--- config.mk ---
export PLATFORM = sky130hd
export DESIGN_NAME = binary_to_decimal_ascii_top
export DESIGN_NICKNAME = d
export VERILOG_FILES = /design/src/rtl/bda_pkg.sv /design/src/rtl/bda_ctrl.sv /design/src/rtl/bda_datapath.sv /design/src/rtl/binary_to_decimal_ascii_top.sv
export SDC_FILE = /design/constraint.sdc
export NUM_CORES = 1
export LEC_CHECK = 0
export ABC_AREA = 1
export BUFFER_PORTS_ARGS = -buffer_cell sky130_fd_sc_hd__buf_2
export CORE_ASPECT_RATIO = 1.4
export CORE_MARGIN = 3
export CORE_UTILIZATION = 54
export DETAILED_ROUTE_END_ITERATION = 7
export PLACE_DENSITY = 0.76
export SYNTH_ARGS = -nofsm -noshare
export SYNTH_HDL_FRONTEND = slang
export SYNTH_SLANG_ARGS = --single-unit
--- constraint.sdc ---
create_clock -name clk_i -period 2.18 [get_ports clk_i]
set_input_delay 0.109 -clock clk_i [delete_from_list [all_inputs] [get_ports clk_i]]
set_output_delay 0.109 -clock clk_i [all_outputs]
set_load 0.01 [all_outputs]
--- src/rtl/bda_pkg.sv ---
// Types and constants shared by the decimal converter modules.
package bda_pkg;

  localparam logic [5:0] ASCII_ZERO = 6'd48;

  typedef enum logic [1:0] {
    ST_IDLE,
    ST_CONV,
    ST_SKIP,
    ST_EMIT
  } state_e;

  typedef struct packed {
    logic load;
    logic conv;
    logic skip;
    logic emit;
  } cmd_t;

  typedef struct packed {
    logic conv_last;
    logic top_zero;
    logic one_left;
    logic out_free;
  } sts_t;

endpackage

--- src/rtl/bda_ctrl.sv ---
// Controller state machine of the decimal converter.
module bda_ctrl (
  input  logic          clk_i,
  input  logic          rst_ni,
  input  logic          in_valid_i,
  output logic          in_stall_o,
  input  bda_pkg::sts_t sts_i,
  output bda_pkg::cmd_t cmd_o
);

  bda_pkg::state_e state_q, state_d;

  always_ff @(posedge clk_i or negedge rst_ni) begin
    if (!rst_ni) begin
      state_q <= bda_pkg::ST_IDLE;
    end else begin
      state_q <= state_d;
    end
  end

  always_comb begin
    state_d    = state_q;
    cmd_o      = '0;
    in_stall_o = 1'b1;
    unique case (state_q)
      bda_pkg::ST_IDLE: begin
        in_stall_o = 1'b0;
        if (in_valid_i) begin
          cmd_o.load = 1'b1;
          state_d    = bda_pkg::ST_CONV;
        end
      end
      bda_pkg::ST_CONV: begin
        cmd_o.conv = 1'b1;
        if (sts_i.conv_last) begin
          state_d = bda_pkg::ST_SKIP;
        end
      end
      bda_pkg::ST_SKIP: begin
        // drop leading zero digits, keep at least one
        if (sts_i.top_zero && !sts_i.one_left) begin
          cmd_o.skip = 1'b1;
        end else begin
          state_d = bda_pkg::ST_EMIT;
        end
      end
      bda_pkg::ST_EMIT: begin
        if (sts_i.out_free) begin
          cmd_o.emit = 1'b1;
          if (sts_i.one_left) begin
            state_d = bda_pkg::ST_IDLE;
          end
        end
      end
      default: begin
        state_d = bda_pkg::ST_IDLE;
      end
    endcase
  end

endmodule

--- src/rtl/bda_datapath.sv ---
// Shift-add-3 datapath, digit shifter and output register of the decimal converter.
module bda_datapath #(
  parameter int unsigned VALUE_BITS = 32
) (
  input  logic                  clk_i,
  input  logic                  rst_ni,
  input  bda_pkg::cmd_t         cmd_i,
  output bda_pkg::sts_t         sts_o,
  input  logic [VALUE_BITS-1:0] value_i,
  input  logic                  out_stall_i,
  output logic                  out_valid_o,
  output logic [5:0]            digit_char_o,
  output logic [3:0]            digit_count_o,
  output logic                  last_o
);

  localparam int unsigned DIGITS = (VALUE_BITS * 1233) / 4096 + 1;
  localparam int unsigned BCD_W  = DIGITS * 4;
  localparam int unsigned CNT_W  = $clog2(VALUE_BITS);
  localparam int unsigned DW     = $clog2(DIGITS + 1);

  logic [VALUE_BITS-1:0] bin_q;
  logic [BCD_W-1:0]      bcd_q;
  logic [BCD_W-1:0]      adj;
  logic [CNT_W-1:0]      bit_cnt_q;
  logic [DW-1:0]         tot_q;
  logic [DW-1:0]         rem_q;
  logic [3:0]            top_dig;
  logic                  out_valid_q;
  logic [5:0]            char_q;
  logic [3:0]            count_q;
  logic                  last_q;

  // add 3 to every digit of five or more before the shift
  always_comb begin
    logic [3:0] dig;
    dig = '0;
    adj = '0;
    for (int i = 0; i < DIGITS; i++) begin
      dig            = bcd_q[i*4 +: 4];
      adj[i*4 +: 4]  = (dig >= 4'd5) ? dig + 4'd3 : dig;
    end
  end

  assign top_dig = bcd_q[BCD_W-1 -: 4];

  assign sts_o.conv_last = (bit_cnt_q == '0);
  assign sts_o.top_zero  = (top_dig == 4'd0);
  assign sts_o.one_left  = (rem_q == DW'(1));
  assign sts_o.out_free  = !out_valid_q || !out_stall_i;

  always_ff @(posedge clk_i or negedge rst_ni) begin
    if (!rst_ni) begin
      bit_cnt_q   <= '0;
      tot_q       <= '0;
      rem_q       <= '0;
      out_valid_q <= 1'b0;
    end else begin
      if (cmd_i.load) begin
        bit_cnt_q <= CNT_W'(VALUE_BITS - 1);
        tot_q     <= DW'(DIGITS);
        rem_q     <= DW'(DIGITS);
      end else if (cmd_i.conv) begin
        bit_cnt_q <= bit_cnt_q - CNT_W'(1);
      end else if (cmd_i.skip) begin
        tot_q <= tot_q - DW'(1);
        rem_q <= rem_q - DW'(1);
      end else if (cmd_i.emit) begin
        rem_q <= rem_q - DW'(1);
      end
      if (cmd_i.emit) begin
        out_valid_q <= 1'b1;
      end else if (!out_stall_i) begin
        out_valid_q <= 1'b0;
      end
    end
  end

  always_ff @(posedge clk_i) begin
    if (cmd_i.load) begin
      bin_q <= value_i;
      bcd_q <= '0;
    end else if (cmd_i.conv) begin
      bcd_q <= {adj[BCD_W-2:0], bin_q[VALUE_BITS-1]};
      bin_q <= {bin_q[VALUE_BITS-2:0], 1'b0};
    end else if (cmd_i.skip || cmd_i.emit) begin
      bcd_q <= {bcd_q[BCD_W-5:0], 4'b0000};
    end
    if (cmd_i.emit) begin
      char_q  <= bda_pkg::ASCII_ZERO + {2'b00, top_dig};
      count_q <= 4'(tot_q);
      last_q  <= (rem_q == DW'(1));
    end
  end

  assign out_valid_o   = out_valid_q;
  assign digit_char_o  = char_q;
  assign digit_count_o = count_q;
  assign last_o        = last_q;

endmodule

--- src/rtl/binary_to_decimal_ascii_top.sv ---
// Top level of the binary to decimal ASCII converter.
//
//   channel | direction | handshake                 | payload
//   --------+-----------+---------------------------+-----------------------------------
//   in      | input     | in_valid_i / in_stall_o   | value_i
//   out     | output    | out_valid_o / out_stall_i | digit_char_o, digit_count_o, last_o
//
// One item passes through a load, one shift-add-3 step per input bit, the drop
// of up to DIGITS-1 leading zero digits, a step that leaves the zero drop, then
// the emission of its digits one at a time, each waiting for a free output.
// The shift-add-3 register pass takes one input bit per cycle.
// Reset (rst_ni low, asynchronous) returns the controller to idle, clears the
// counters and empties the output register; the data registers are not reset.
// A stalled output register holds its digit and the controller waits; the
// next item is taken once the last digit of the run sits in the output register.
module binary_to_decimal_ascii_top #(
  parameter int unsigned VALUE_BITS = 32
) (
  input  logic                  clk_i,
  input  logic                  rst_ni,
  input  logic                  in_valid_i,
  output logic                  in_stall_o,
  input  logic [VALUE_BITS-1:0] value_i,
  output logic                  out_valid_o,
  input  logic                  out_stall_i,
  output logic [5:0]            digit_char_o,
  output logic [3:0]            digit_count_o,
  output logic                  last_o
);

  // command and status between controller and datapath
  bda_pkg::cmd_t cmd;
  bda_pkg::sts_t sts;

  // sequence load, conversion, zero skipping and digit emission
  bda_ctrl u_ctrl (
    .clk_i      (clk_i),
    .rst_ni     (rst_ni),
    .in_valid_i (in_valid_i),
    .in_stall_o (in_stall_o),
    .sts_i      (sts),
    .cmd_o      (cmd)
  );

  // hold the binary and BCD registers, the digit counts and the output register
  bda_datapath #(
    .VALUE_BITS (VALUE_BITS)
  ) u_datapath (
    .clk_i         (clk_i),
    .rst_ni        (rst_ni),
    .cmd_i         (cmd),
    .sts_o         (sts),
    .value_i       (value_i),
    .out_stall_i   (out_stall_i),
    .out_valid_o   (out_valid_o),
    .digit_char_o  (digit_char_o),
    .digit_count_o (digit_count_o),
    .last_o        (last_o)
  );

endmodule

==> results of run 1 <==
[cell usage in the layout, fill, tap and decap left out, types with 2 or more instances in the layout]
cell type	instances
inv_2	5
nand2_2	2
nand2_1	309
buf_4	5
bufinv_16	2
xor2_1	2
clkbuf_16	9
clkinv_1	2
nand3_1	44
ha_1	30
inv_1	73
conb_1	2
o21ai_1	2
a21oi_1	26
nand4_1	43
buf_12	5
edfxtp_1	41
buf_2	46
nor2_1	122
dfxtp_1	40
dfrtp_1	16
o21ai_0	24
[power breakdown]
part | internal [uW] | switching, uW | leakage [uW]
clock network | 999 | 666 | 0.000148
registers | 3040 | 558 | 0.000918
logic | 2080 | 3740 | 0.00224
total | 6120 | 4970 | 0.00331
[critical path, stage by stage (launching register included)]
cell and delay, ns:
dfrtp_1 0.39, inv_1 0.10, ha_1 0.23, nand2_2 0.33, buf_12 0.24, nand3_1 0.16
nand2_1 0.19, nand2_1 0.07, nand2_1 0.06
[registers in the layout, summed over array words and instances, names as in the netlist]
signal,cells
u_ctrl.state_q,2
u_datapath.bcd_q,40
u_datapath.digit_char_o,4
u_datapath.bin_q,32
u_datapath.digit_count_o,4
u_datapath.last_o,1
u_datapath.rem_q,4
u_datapath.tot_q,4
u_datapath.bit_cnt_q,5
u_datapath.out_valid_o,1
[per-layer routing]
layer,wire (um),track usage
met1,5230,0.262
met2,6210,0.390
met3,518,0.0294
met4,235,0.0958
met5,0,0
[cells in the mapped netlist (all sizes together)]
master    n  area share
nor3      1     0.00087
edfxtp   41        0.21
o211ai    1      0.0013
buf      22       0.021
nand3    45       0.040
xor2      2      0.0030
a21oi    26       0.023
nor2    123       0.081
or2       1      0.0011
conb      1     0.00065
dfrtp    16       0.070
dfxtp    40        0.14
clkbuf   15      0.0098
o21ai    26       0.023
nand4    43       0.047
xnor2     1      0.0015
nand3b    1      0.0013
o31ai     1      0.0013
inv      78       0.051
nand2   312        0.21
ha       30       0.065
[cell families (layout without fill, tap and decap cells)]
| family | after synthesis | in the layout | synth area share |
|---|---|---|---|
| xor+xnor | 3 | 3 | 0.00457 |
| compound gates | 54 | 54 | 0.0479 |
| flops | 97 | 97 | 0.423 |
| other cells | 1 | 2 | 0.000653 |
| buf+inv | 115 | 151 | 0.0819 |
| simple gates | 526 | 526 | 0.376 |
| fa+ha+maj | 30 | 30 | 0.0653 |
[stage by stage]
stage	instance area, um^2	hold WS, ns
final	6430	0.0182
after global routing	6430	0.0359
after CTS	6430	0.00852
after detailed placement	6110	0.0486
after global placement	6110	0.0413
after floorplan	5750	-0.187
[cell type report]
type                       count  area (um^2)  share of cell area
clock buffer                  10          229              0.0356
clock inverter                 6         81.3              0.0126
inverter                      78          293              0.0455
multi-input combinational    615         2850               0.443
sequential                    97         2430               0.378
tap                          135          169              0.0263
timing repair buffer          57          378              0.0587
[final timing paths]
kind                                            from                    endpoint  slack (ns)  cells after the start
worst max-delay path               u_ctrl.state_q[0]         u_datapath.rem_q[0]        0.35                      8
worst min-delay path                     out_stall_i      u_datapath.out_valid_o        0.02                      3
worst max register to register     u_ctrl.state_q[0]         u_datapath.rem_q[0]        0.35                      8
worst min register to register  u_datapath.bcd_q[37]  u_datapath.digit_char_o[1]        0.48                      0
max in group asynchronous                     rst_ni         u_datapath.rem_q[0]        1.68                      2
min in group asynchronous                     rst_ni         u_datapath.rem_q[3]        0.22                      2
==> flow_metrics.py, run 1 <==
metrics = {
    "outcome": {
        "run_status": "completed",
    },
    "floorplan": {
        "coreArea_um2": 10200,
        "ios": 49,
        "start_util": 0.565,
        "dieHeight_um": 128,
        "die_w_um": 93.2,
        "fp-row-count": 43,
        "dieArea_um2": 11900,
    },
    "synthesis": {
        "syn_area_um2": 5750,
        "synth.avg_cell_area_um2": 6.96,
        "syn_inst": 826,
        "synth_seq_cells": 97,
        "synth_warnings": 0,
        "ys_types": 30,
        "yosysSeqAreaShare": 0.423,
    },
    "clocking": {
        "cts-root-buf": "clkbuf_16",
        "ctsHoldBuffers": 1,
        "cts_setup_buffers": 0,
        "clk_latency_ns": 0.34,
        "cts_sinks": 97,
        "cts_max_level": 3,
        "cts_tree": "built",
        "cts_inserted_buffers": 9,
        "clk_pin_slew_worst_paths_ns": 0.06,
        "cts_buffer_depth": 2,
        "post_cts_resized": 0,
    },
    "timing": {
        "fin_crit_ns": 1.83,
        "rsz0062_at_grt": "no",
        "slew_violations": 0,
        "worstMarginPinSlew_ns": 0.521,
        "finalClockSkew_ns": 0.00734,
        "setup_viol_count_final": 0,
        "tns_ns": 0,
        "max_freq_mhz": 546,
        "finalHoldViolations": 0,
        "min_period_over_period": 0.840,
        "maxSlewHeadroom": 0.653,
        "fin_ws_ns": 0.348,
    },
    "route": {
        "drc": 0,
        "drt_iter0_markers": 357,
        "wl_per_cell_um": 12.2,
        "vias": 5199,
        "drtAntennaViolNets": 0,
        "first_pass_iters": 5,
        "wirelength_um": 12200,
        "routed_via_density": 5.21,
    },
    "final_layout": {
        "nets": 924,
        "num-fill-cells": 892,
        "num_antenna_cells": 0,
        "drive_above_1_share": 0.0927,
        "final_util": 0.633,
        "area_delta_synth_final_pct": 11.9,
        "final_cells": 998,
    },
    "global_routing": {
        "grt_pass1_wl_um": 21700,
        "antenna_found_initial": 0,
        "globalRouteOverflowTotal": 0,
        "grt_pass1_vias": 4985,
        "grt_max_degree": 49,
        "grtUsageTotal": 0.219,
    },
    "critical_path": {
        "cp_max_fo": 31,
        "crit_type": "reg2reg",
        "cp.required_ns": 2.45,
        "startpoint_type": "flop",
        "crit_path_end_kind": "flop",
        "cp.arrival_ns": 2.11,
    },
    "power": {
        "powerDensity_nw_per_um2": 1720,
        "finalPower_uw": 11100,
        "p_leak_uw": 0.00331,
        "peakVddDrop_v": 0.000999,
    },
    "placement": {
        "pre_cts_ws_ns": 0.367,
        "place.gp.congestion": 0.866,
        "port_buffers": 46,
        "dp_hpwl_um": 8210,
        "post-place-cells": 981,
    },
    "worst_hold_path": {
        "worstHoldPathType": "in2reg",
    },
    "run": {
        "max_cap_violations": 0,
    },
}
(Power assumes the default switching activity.)
==> inputs of run 2 (changes only) <==
--- a/config.mk
+++ b/config.mk
@@ -5,7 +5,7 @@
 export SDC_FILE = /design/constraint.sdc
 export NUM_CORES = 1
 export LEC_CHECK = 0
-export ABC_AREA = 1
+export ABC_AREA = 0
 export BUFFER_PORTS_ARGS = -buffer_cell sky130_fd_sc_hd__buf_2
 export CORE_ASPECT_RATIO = 1.4
 export CORE_MARGIN = 3
==> constraint.sdc (replaced) <==
create_clock -name clk_i -period 1.5 [get_ports clk_i]
set_input_delay 0.075 -clock clk_i [delete_from_list [all_inputs] [get_ports clk_i]]
set_output_delay 0.075 -clock clk_i [all_outputs]
set_load 0.01 [all_outputs]
==> flow_metrics.py, run 2 <==
metrics = {
    "synthesis": {
        "yosys-top-cells-area": "edfxtp_1 (22%), dfxtp_1 (14%), nand2_1 (8.4%)",
        "ys_types": 58,
        "yosys.area.top_type": "edfxtp_1",
        "synth_flop_cell": "edfxtp_1",
        "synth_fa_ha_area_frac": 0.0679,
        "synth_top_area_share": 0.223,
        "synth_top_family_by_area": "simple AND/OR/NAND/NOR gates",
        "synthXorXnorAreaFrac": 0.0206,
        "synth_warnings": 0,
        "synth_edf_count": 41,
        "synth_compound_area_frac": 0.132,
        "syn_area_um2": 5530,
        "synth_common_cells": "nand2_1 (124), a21oi_1 (43), edfxtp_1 (41), dfxtp_1 (40), inv_1 (32)",
        "async_flop_share": 0.165,
        "synth.avg_cell_area_um2": 9.60,
        "syn_inst": 576,
        "synth.most_common_cell": "nand2_1",
        "yosys.area_share.simple": 0.204,
        "muxShareOfSynthArea": 0.0645,
        "synth_seq_cells": 97,
        "yosysSeqAreaShare": 0.440,
    },
    "clocking": {
        "cts_buffer_depth": 2,
        "cts_tree": "built",
        "cts-root-buf": "clkbuf_16",
        "cts_max_level": 3,
        "cts_sinks": 97,
        "cts_inserted_buffers": 9,
        "clk_pin_slew_worst_paths_ns": 0.08,
        "clk_latency_ns": 0.36,
    },
    "route": {
        "wl_per_cell_um": 23.7,
        "drc": 0,
        "drtAntennaViolNets": 0,
        "drt_iter0_markers": 440,
        "wirelength_um": 21400,
        "routed_via_density": 6.20,
        "first_pass_iters": 5,
        "vias": 5589,
    },
    "outcome": {
        "run_status": "finished with violations",
        "violations": "negative setup slack",
    },
    "timing": {
        "fin_ws_ns": -0.633,
        "setup_viol_count_final": 128,
        "fin_crit_ns": 2.13,
        "min_period_over_period": 1.42,
        "finalHoldViolations": 0,
        "max_freq_mhz": 469,
        "tns_ns": -52.79,
        "slew_violations": 0,
        "finalClockSkew_ns": 0.0172,
        "rsz0062_at_grt": "yes",
    },
    "global_routing": {
        "grt_pass1_wl_um": 25100,
        "globalRouteOverflowTotal": 0,
        "grt_pass1_vias": 5228,
        "antenna_found_initial": 1,
        "grt_max_degree": 42,
        "grtUsageTotal": 0.271,
    },
    "final_layout": {
        "nets": 828,
        "num_antenna_cells": 0,
        "area_delta_synth_final_pct": 51.1,
        "largest_reg_flops": 40,
        "drive_above_1_share": 0.446,
        "reg_top3": "u_datapath.bcd_q (40), u_datapath.bin_q (32), u_datapath.bit_cnt_q (5)",
        "final_cells": 902,
        "final_common_cell": "buf_4",
        "layout_common_cells": "buf_4 (75), nand2_1 (67), buf_2 (45)",
        "num-fill-cells": 459,
        "regMostFlops": "u_datapath.bcd_q",
    },
    "placement": {
        "port_buffers": 46,
        "post-place-cells": 801,
        "place.gp.congestion": 0.851,
        "dp_hpwl_um": 8390,
    },
    "run": {
        "max_cap_violations": 0,
    },
    "worst_hold_path": {
        "min_to": "u_datapath.bin_q[24]",
        "worstHoldPathType": "in2reg",
        "min_from": "value_i[24]",
        "min_path_cells": 3,
    },
    "critical_path": {
        "cp_slowest_cell": "dfrtp_1",
        "rrSetupSlack_ns": -0.63,
        "slowest_delay_ns": 0.45,
        "r2r_end": "u_datapath.rem_q[3]",
        "startpoint_type": "flop",
        "r2r_start": "u_ctrl.state_q[0]",
        "crit_path_end_kind": "flop",
        "cp_max_fo": 12,
        "crit_type": "reg2reg",
        "cp.required_ns": 1.72,
        "critical_path.cell_chain": "inv_2 > buf_6 > buf_6 > ha_4 > and2_4 > buf_4 > buf_4 > a211oi_2 > nor3_1",
        "worst_r2r_path_depth": 9,
        "cp.arrival_ns": 2.35,
    },
    "power": {
        "powerDensity_nw_per_um2": 2660,
        "peakVddDrop_v": 0.00209,
        "p_leak_uw": 0.00372,
    },
    "floorplan": {
        "dieArea_um2": 11500,
        "coreArea_um2": 9950,
        "fp-row-count": 43,
        "start_util": 0.556,
        "die_w_um": 91.5,
        "dieHeight_um": 126,
        "ios": 49,
    },
}
-- run 2: layout make-up --
class / instances / area (um^2) / area share
sequential: 97 / 2430 / 0.291
multi-input combinational: 416 / 3370 / 0.403
inverter: 32 / 134 / 0.0160
tap: 135 / 169 / 0.0202
clock buffer: 9 / 225 / 0.0269
timing repair buffer: 206 / 1960 / 0.235
clock inverter: 7 / 70.1 / 0.00838
-- run 2: kinds of logic (layout without fill, tap and decap cells) --
family / Yosys count / after routing
AND/OR/NAND/NOR: 233 / 234
flip-flops: 97 / 97
multiplexers: 29 / 29
AO/OA/AOI/OAI: 105 / 108
other: 1 / 2
buffers and inverters: 68 / 254
adder cells (fa/ha/maj): 30 / 30
XOR/XNOR: 13 / 13
-- run 2: how the worst max path moves through the flow --
| stage | depth (start not counted) | slack (ns) | endpoint | from |
|---|---|---|---|---|
| after global placement | 6 | -0.45 | u_datapath.bcd_q[31] | u_datapath.rem_q[1] |
| after global routing | 8 | -0.95 | u_datapath.rem_q[3] | u_datapath.bcd_q[36] |
| after CTS | 6 | -0.49 | u_datapath.bcd_q[29] | u_datapath.rem_q[1] |
| after floorplan | 8 | -0.44 | u_datapath.bcd_q[12] | u_datapath.rem_q[1] |
| final | 9 | -0.63 | u_datapath.rem_q[3] | u_ctrl.state_q[0] |
| after detailed placement | 7 | -0.54 | u_datapath.bcd_q[5] | u_ctrl.state_q[0] |
-- run 2: what timing repair did --
item | 4_1_cts | 5_1_grt
pin swaps | 10 | 64
endpoints found under the hold margin | 44 | 0
cloned | 7 | 11
setup endpoints to repair | 116 | 129
buffers inserted | 21 | 24
hold buffers | 29 | 0
gates resized for setup | 52 | 128
-- run 2: where the power goes --
part	leakage, uW	internal [uW]	total, uW	switching, uW
Combinational	0.00267	7110	14200	7110
Clock	0.000146	1300	2420	1120
Sequential	0.000908	4430	5590	1160
Total	0.00372	12800	22200	9390
-- run 2: critical path, delay by kind of cell, from the launching register on --
kind	cells	cell delay (ns)
and+or+nand+nor	2	0.57
DFF	1	0.45
buffers and inverters	5	0.74
adders and majority gates	1	0.18
AOI/OAI and AO/OA	1	0.05
-- run 2: metal layers --
metal  share of wire  global-route usage  vias to the layer above
li1                -                   -                     2408
met4           0.083               0.147                        0
met5               0                   0                        -
met3           0.072              0.0490                      152
met2            0.52               0.500                      334
met1            0.33               0.286                     2695
-- run 2: per-stage QoR --
stage / hold WS, ns / setup slack (ns) / util / instance area [um^2] / power [uW]
finish: 0.0145 / -0.633 / 0.840 / 8360 / 22200
global route: 0.0135 / -0.954 / 0.840 / 8360 / 23200
CTS: 0.00191 / -0.488 / 0.765 / 7610 / 19100
detailed placement: 0.0146 / -0.536 / 0.654 / 6510 / 15100
global placement: 0.00867 / -0.452 / 0.654 / 6510 / 14600
floorplan: -0.221 / -0.444 / - / 5770 / 12400
